## src/hdl/qdd_pkg.sv

```systemverilog
package qdd_pkg;

  // Input request codes
  typedef enum logic [2:0] {
    OP_TICK     = 3'd0,
    OP_UP       = 3'd1,
    OP_DOWN     = 3'd2,
    OP_PRESSED  = 3'd3,
    OP_RELEASED = 3'd4
  } op_e;

  // Pending button event
  typedef enum logic [1:0] {
    EV_NONE     = 2'd0,
    EV_PRESSED  = 2'd1,
    EV_RELEASED = 2'd2
  } ev_e;

  // Register indexes (word address paddr[3:2])
  localparam logic [1:0] REG_DETENT_PULSES = 2'd0;
  localparam logic [1:0] REG_BUTTON_ENABLE = 2'd1;
  localparam logic [1:0] REG_HOLD_TICKS    = 2'd2;

  localparam logic [7:0] DETENT_PULSES_RST = 8'd4;
  localparam logic       BUTTON_ENABLE_RST = 1'b1;
  localparam logic [7:0] HOLD_TICKS_RST    = 8'd50;

  typedef struct packed {
    logic [2:0] op;
    logic       line_a;
    logic       line_b;
    logic       button_level;
  } in_t;

  typedef struct packed {
    logic signed [15:0] position;
    logic               taken;
  } out_t;

  typedef struct packed {
    logic [7:0] detent_pulses;
    logic       button_enable;
    logic [7:0] hold_ticks;
  } cfg_t;

  typedef struct packed {
    logic [1:0]         prev_lines;
    logic signed [15:0] position;
    logic [7:0]         hold_count;
    ev_e                pending;
  } state_t;

  // 4x quadrature step, indexed by {prev, now}; skipped states count 2.
  function automatic logic signed [2:0] step_delta(input logic [3:0] code);
    logic signed [2:0] d;
    unique case (code)
      4'd1, 4'd7, 4'd8, 4'd14:  d = 3'sd1;
      4'd2, 4'd4, 4'd11, 4'd13: d = -3'sd1;
      4'd3, 4'd12:              d = 3'sd2;
      4'd6, 4'd9:               d = -3'sd2;
      default:                  d = 3'sd0;
    endcase
    return d;
  endfunction

endpackage

```

## src/hdl/qdd_cfg_regs.sv

```systemverilog
module qdd_cfg_regs (
  input  logic             clk_i,
  input  logic             rst_ni,
  input  logic             psel,
  input  logic             penable,
  input  logic             pwrite,
  input  logic [3:0]       paddr,
  input  logic [31:0]      pwdata,
  output logic [31:0]      prdata,
  output logic             pready,
  output qdd_pkg::cfg_t    cfg_o
);

  qdd_pkg::cfg_t cfg_q, cfg_d;
  logic          wr_en;

  assign pready = 1'b1;
  assign wr_en  = psel & penable & pwrite;

  always_comb begin
    cfg_d = cfg_q;
    if (wr_en) begin
      unique case (paddr[3:2])
        qdd_pkg::REG_DETENT_PULSES: cfg_d.detent_pulses = pwdata[7:0];
        qdd_pkg::REG_BUTTON_ENABLE: cfg_d.button_enable = pwdata[0];
        qdd_pkg::REG_HOLD_TICKS:    cfg_d.hold_ticks    = pwdata[7:0];
        default: ;
      endcase
    end
  end

  always_comb begin
    unique case (paddr[3:2])
      qdd_pkg::REG_DETENT_PULSES: prdata = {24'd0, cfg_q.detent_pulses};
      qdd_pkg::REG_BUTTON_ENABLE: prdata = {31'd0, cfg_q.button_enable};
      qdd_pkg::REG_HOLD_TICKS:    prdata = {24'd0, cfg_q.hold_ticks};
      default:                    prdata = 32'd0;
    endcase
  end

  always_ff @(posedge clk_i or negedge rst_ni) begin
    if (!rst_ni) begin
      cfg_q.detent_pulses <= qdd_pkg::DETENT_PULSES_RST;
      cfg_q.button_enable <= qdd_pkg::BUTTON_ENABLE_RST;
      cfg_q.hold_ticks    <= qdd_pkg::HOLD_TICKS_RST;
    end else begin
      cfg_q <= cfg_d;
    end
  end

  assign cfg_o = cfg_q;

endmodule

```

## src/hdl/qdd_step.sv

```systemverilog
module qdd_step (
  input  qdd_pkg::in_t    item_i,
  input  qdd_pkg::state_t state_i,
  input  qdd_pkg::cfg_t   cfg_i,
  output qdd_pkg::state_t state_o,
  output qdd_pkg::out_t   result_o
);

  logic [1:0]         now;
  logic signed [2:0]  delta;
  logic signed [16:0] pos_ext;
  logic signed [16:0] det_ext;
  logic               taken;

  assign now     = {~item_i.line_b, ~item_i.line_a};
  assign delta   = qdd_pkg::step_delta({state_i.prev_lines, now});
  assign pos_ext = {state_i.position[15], state_i.position};
  assign det_ext = $signed({9'd0, cfg_i.detent_pulses});

  always_comb begin
    state_o = state_i;
    taken   = 1'b0;
    unique case (item_i.op)
      qdd_pkg::OP_TICK: begin
        state_o.position   = state_i.position + {{13{delta[2]}}, delta};
        state_o.prev_lines = now;
        if (cfg_i.button_enable) begin
          if (!item_i.button_level) begin
            // press only registers once the hold counter has run out
            if (state_i.hold_count == 8'd0) begin
              state_o.hold_count = cfg_i.hold_ticks;
              state_o.pending    = qdd_pkg::EV_PRESSED;
            end
          end else if (state_i.hold_count != 8'd0) begin
            state_o.hold_count = state_i.hold_count - 8'd1;
            if (state_i.hold_count == 8'd1) begin
              state_o.pending = qdd_pkg::EV_RELEASED;
            end
          end
        end
      end
      qdd_pkg::OP_UP: begin
        if (pos_ext >= det_ext) begin
          state_o.position = state_i.position - $signed({8'd0, cfg_i.detent_pulses});
          taken = 1'b1;
        end
      end
      qdd_pkg::OP_DOWN: begin
        if (pos_ext <= -det_ext) begin
          state_o.position = state_i.position + $signed({8'd0, cfg_i.detent_pulses});
          taken = 1'b1;
        end
      end
      qdd_pkg::OP_PRESSED: begin
        if (state_i.pending == qdd_pkg::EV_PRESSED) begin
          state_o.pending = qdd_pkg::EV_NONE;
          taken = 1'b1;
        end
      end
      qdd_pkg::OP_RELEASED: begin
        if (state_i.pending == qdd_pkg::EV_RELEASED) begin
          state_o.pending = qdd_pkg::EV_NONE;
          taken = 1'b1;
        end
      end
      default: ;
    endcase
  end

  assign result_o.position = state_o.position;
  assign result_o.taken    = taken;

endmodule

```

## src/hdl/quadrature_detent_decoder_core.sv

```systemverilog
// Quadrature detent decoder. Each request is a sample tick (op 0, with the
// active-low A/B and button pin levels) or a consume of a detent up, detent
// down, pressed or released event (ops 1 to 4); ops 5 to 7 change no state.
// Every request yields one result: the 16-bit wrapping position after it and
// a taken flag. The block sustains one request per clock while the output
// side does not stall. A request passes through the input register and the
// result register, and its result is held while the output side stalls. The
// rate holds because the position/button state is updated in a single pass
// between the input register and the result register. Three APB registers
// (byte addresses 0, 4, 8): detent_pulses, button_enable, hold_ticks; write
// them only while no request is in flight.
module quadrature_detent_decoder_core (
  input  logic          clk_i,
  input  logic          rst_ni,
  // request channel
  input  logic          in_valid_i,
  output logic          in_stall_o,
  input  qdd_pkg::in_t  in_data_i,
  // result channel
  output logic          out_valid_o,
  input  logic          out_stall_i,
  output qdd_pkg::out_t out_data_o,
  // configuration port
  input  logic          psel,
  input  logic          penable,
  input  logic          pwrite,
  input  logic [3:0]    paddr,
  input  logic [31:0]   pwdata,
  output logic [31:0]   prdata,
  output logic          pready
);

  qdd_pkg::cfg_t   cfg;
  qdd_pkg::in_t    in_data_q;
  logic            in_valid_q;
  qdd_pkg::state_t state_q, state_d;
  qdd_pkg::out_t   result;
  qdd_pkg::out_t   out_data_q;
  logic            out_valid_q;
  logic            out_ready;
  logic            advance;

  qdd_cfg_regs u_cfg (
    .clk_i   (clk_i),
    .rst_ni  (rst_ni),
    .psel    (psel),
    .penable (penable),
    .pwrite  (pwrite),
    .paddr   (paddr),
    .pwdata  (pwdata),
    .prdata  (prdata),
    .pready  (pready),
    .cfg_o   (cfg)
  );

  // Result register free, or being emptied this cycle.
  assign out_ready  = !out_valid_q || !out_stall_i;
  // Input request moves into the result register.
  assign advance    = in_valid_q && out_ready;
  // Stall only when the input register is full and cannot drain.
  assign in_stall_o = in_valid_q && !out_ready;

  // Input register
  always_ff @(posedge clk_i or negedge rst_ni) begin
    if (!rst_ni) begin
      in_valid_q <= 1'b0;
    end else if (!in_stall_o) begin
      in_valid_q <= in_valid_i;
    end
  end

  always_ff @(posedge clk_i) begin
    if (!in_stall_o && in_valid_i) begin
      in_data_q <= in_data_i;
    end
  end

  // Single-pass state update
  qdd_step u_step (
    .item_i   (in_data_q),
    .state_i  (state_q),
    .cfg_i    (cfg),
    .state_o  (state_d),
    .result_o (result)
  );

  always_ff @(posedge clk_i or negedge rst_ni) begin
    if (!rst_ni) begin
      state_q.prev_lines <= 2'd0;
      state_q.position   <= 16'sd0;
      state_q.hold_count <= 8'd0;
      state_q.pending    <= qdd_pkg::EV_NONE;
    end else if (advance) begin
      state_q <= state_d;
    end
  end

  // Result register
  always_ff @(posedge clk_i or negedge rst_ni) begin
    if (!rst_ni) begin
      out_valid_q <= 1'b0;
    end else if (out_ready) begin
      out_valid_q <= in_valid_q;
    end
  end

  always_ff @(posedge clk_i) begin
    if (advance) begin
      out_data_q <= result;
    end
  end

  assign out_valid_o = out_valid_q;
  assign out_data_o  = out_data_q;

endmodule

```

## config.mk

```make
export PLATFORM = sky130hd
export DESIGN_NAME = quadrature_detent_decoder_core
export DESIGN_NICKNAME = d
export VERILOG_FILES = /design/src/hdl/qdd_pkg.sv /design/src/hdl/qdd_cfg_regs.sv /design/src/hdl/qdd_step.sv /design/src/hdl/quadrature_detent_decoder_core.sv
export SDC_FILE = /design/constraint.sdc
export NUM_CORES = 1
export LEC_CHECK = 0
export BUFFER_PORTS_ARGS = -buffer_cell sky130_fd_sc_hd__clkbuf_2
export CAP_MARGIN = 20
export CORE_MARGIN = 2
export CORE_UTILIZATION = 59
export DETAILED_ROUTE_END_ITERATION = 6
export HOLD_SLACK_MARGIN = 0.1
export PLACE_DENSITY_LB_ADDON = 0.25
export SYNTH_ARGS = -nofsm -noshare
export SYNTH_HDL_FRONTEND = slang
export SYNTH_HIERARCHICAL = 1
export SYNTH_SLANG_ARGS = --single-unit
```

## constraint.sdc

```tcl
create_clock -name clk_i -period 5.1 [get_ports clk_i]
set_input_delay 1.275 -clock clk_i [delete_from_list [all_inputs] [get_ports clk_i]]
set_output_delay 1.275 -clock clk_i [all_outputs]
set_load 0.01 [all_outputs]
```

==> key figures <==
Yosys
  • Top-count cell post-synth: ha_1
  • Top cell type's share of synthesized area: 16.3%
  • Distinct cells, synth: 82
  • Syn. warnings: 6
  • Proportion of synthesized chip area in sequential cells: 29.0%
  • Mapped Cells: 699
  • #FFs+latches synth: 70
  • Top cells by area, synth: dfrtp_1 16%, edfxtp_1 11%, ha_1 10%, buf_4 5.0%, mux2_2 4.9%
  • Most instantiated cells after synthesis: 53 x ha_1, 43 x buf_4, 43 x nor2_1, 42 x dfrtp_1, 42 x nand2_1
  • Mean post-synth cell area: 9.23 µm²
  • Leading register cell type out of synthesis: dfrtp_1
  • Post-Syn Area: 6450 µm²
  • Async set-reset flop share out of synthesis: 67.1%
  • Post-synth EDFFs: 23
  • Post-synth top area cell: dfrtp_1

Timing
  • Fin crit share: 82.6%
  • Final hold violations: 0
  • Final setup fails: 0
  • Skew final: 0.0155 ns
  • Slew Limit Fails: 0
  • Worst slew pin tran: 0.965 ns
  • Max Freq: 0.237 GHz
  • Unrepaired setup endpoints after global routing: false
  • Minimum clock period: 4.21 ns
  • Worst slew margin: 35.2%
  • Setup_tns: 0 ns

Min path
  • Hold path start: in_valid_q$_DFFE_PN0N_
  • Hold path depth: 1
  • HP Class: flip-flop to flip-flop

Clock tree
  • Clk_lat worst skew: 0.37 ns
  • CTS tree: yes
  • # clock sinks: 70
  • Number of H-tree levels: 3
  • Clock transition at path regs: 0.07 ns
  • Post-CTS Setup Bufs: 0
  • Hold-fix buffers, CTS: 0
  • Post-cts gate resize count: 0
  • CTS root buf: clkbuf_8
  • Num CTS Buffers: 9
  • Max Root-Sink Buffers: 2

Floorplan
  • Die area: 11800 µm²
  • Starting Density: 60.0%
  • Chip width: 109 µm
  • Area of the core: 10700 µm²
  • DIE HEIGHT: 109 µm
  • # rows: 38
  • IO Pins: 101

Global routing
  • Total global-route track usage: 28.2%
  • Gr ovfl total: 0
  • Vias in the first global route: 5183
  • Pin count of the biggest net entering global routing: 48
  • Antenna violations before repair: 0
  • Global-route wire length before repair: 25600 µm

Setup path
  • Worst R2R Start: u_cfg/cfg_o[11]$_DFFE_PN1P_
  • Crit. End Element: flip-flop
  • Critical Path RT: 5.36 ns
  • Crit Path Max Fanout: 9
  • WS Path Type: flip-flop to flip-flop
  • Crit path DAT: 4.47 ns
  • Crit start category: flip-flop
  • Worst Reg-to-Reg Cells: 17
  • CP Launch Point: u_cfg/cfg_o[11]$_DFFE_PN1P_

Place
  • Dpl hpwl: 11700 µm
  • Buffers on Ports: 49
  • GPL Wtd Cong: 0.959

Detailed routing
  • DR DRC count: 0
  • Final wirelength: 15600 µm
  • Vias per Instance: 6.27
  • Post-DRT Antenna Nets: 0
  • Pre-antenna DRT Iters: 7
  • Wire length per cell: 18.0 µm
  • Vias: 5440
  • DRT iter0 DRCs: 388

Final layout
  • Fin util: 62.4%
  • Layout Nets: 827
  • # diodes: 0
  • Area delta synth->final: 4.02%
  • Fillcell total: 941
  • Layout cell share with drive strength beyond 1: 19.4%

Power and ir drop
  • Leak Pwr: 2.94 nW
  • Peak VDD IR: 0.000292 V
  • Pwr dens: 614 nW/µm²

Run status
  • Status: finished clean

Run
  • Max-Cap Viols: 0
metal layers:
layer  up-vias  wire length (µm)  GRT usage, %
li1       2607                 -             -
met1      2584              6820          36.2
met2       217              7370          45.7
met3        32               889          4.04
met4         0               546          15.2
met5         -                 0             0
worst max-delay path, cell delays in order (launching register included):
cell and delay, ns:
dfstp_2 0.61, inv_1 0.10, nand3_1 0.10, nor2_1 0.06
nand2_1 0.20, nor3_1 0.07, ha_1 0.29, inv_1 0.04
ha_1 0.28, nand4_1 0.17, nor4_2 0.29, nor4_2 0.09
a221oi_4 0.58, a21oi_2 0.23, a221oi_1 0.34, a31oi_1 0.10
a221o_1 0.29, mux2_4 0.26
final timing paths:
| check | end | slack, ns |
|---|---|---|
| worst max-delay path | state_q[16]$_DFFE_PN0P_ | 0.89 |
| worst min-delay path | out_valid_o$_DFFE_PN0P_ | 0.49 |
| worst max register to register | state_q[16]$_DFFE_PN0P_ | 0.89 |
| worst min register to register | out_valid_o$_DFFE_PN0P_ | 0.49 |
| max in group asynchronous | u_cfg/cfg_o[15]$_DFFE_PN0P_ | 3.66 |
| min in group asynchronous | state_q[14]$_DFFE_PN0P_ | 1.00 |
area by class of cell:
cell class	count	area [µm²]	share of cell area, %
inverters	38	143	2.13
multi-input cells	549	4070	60.7
clock buffers	14	153	2.28
flip-flops and latches	70	1870	27.9
well taps	140	175	2.61
clock inverters	2	8.76	0.131
repair buffers	54	283	4.22
power breakdown:
group	internal [mW]	switching, mW	total (mW)
clock network	0.188	0.206	0.394
logic	1.15	1.49	2.63
registers	0.783	0.310	1.09
cell usage in the layout, fill, tap and decap left out, types with 25 or more instances in the layout:
cell type	instances
inv_1	38
clkbuf_2	49
nand2_1	42
ha_1	53
nor2_1	43
nor3_1	25
dfrtp_1	42
a21oi_1	40
o21ai_0	37
mux2_2	28
conb_1	25
cell families (layout without fill, tap and decap cells):
logic type / count (synthesis) / after routing / share of synthesized area (%)
AO/OA/AOI/OAI: 188 / 188 / 20.2
AND/OR/NAND/NOR: 204 / 204 / 16.9
multiplexers: 55 / 55 / 10.4
other: 2 / 25 / 0.116
adder cells (fa/ha/maj): 56 / 56 / 11.2
XOR/XNOR: 21 / 21 / 2.85
flip-flops: 70 / 70 / 29.0
buffers and inverters: 103 / 108 / 9.33
state kept, by name, summed over array words and instances (netlist names):
register     flops
u_cfg/cfg_o     17
in_valid_q       1
out_data_o      17
out_valid_o      1
in_data_q        6
state_q         28
per-stage QoR:
stage	cell area (µm²)	setup slack [ns]	hold slack, ns	total power, mW	cells
floorplan	6540	1.19	0.443	3.18	722
global placement	6550	1.03	0.462	3.54	851
detailed placement	6550	0.949	0.476	3.65	851
CTS	6710	0.933	0.493	4.07	867
global route	6710	0.601	0.522	4.48	867
finish	6710	0.885	0.486	4.12	867
Power figures use the tool's default switching activity.
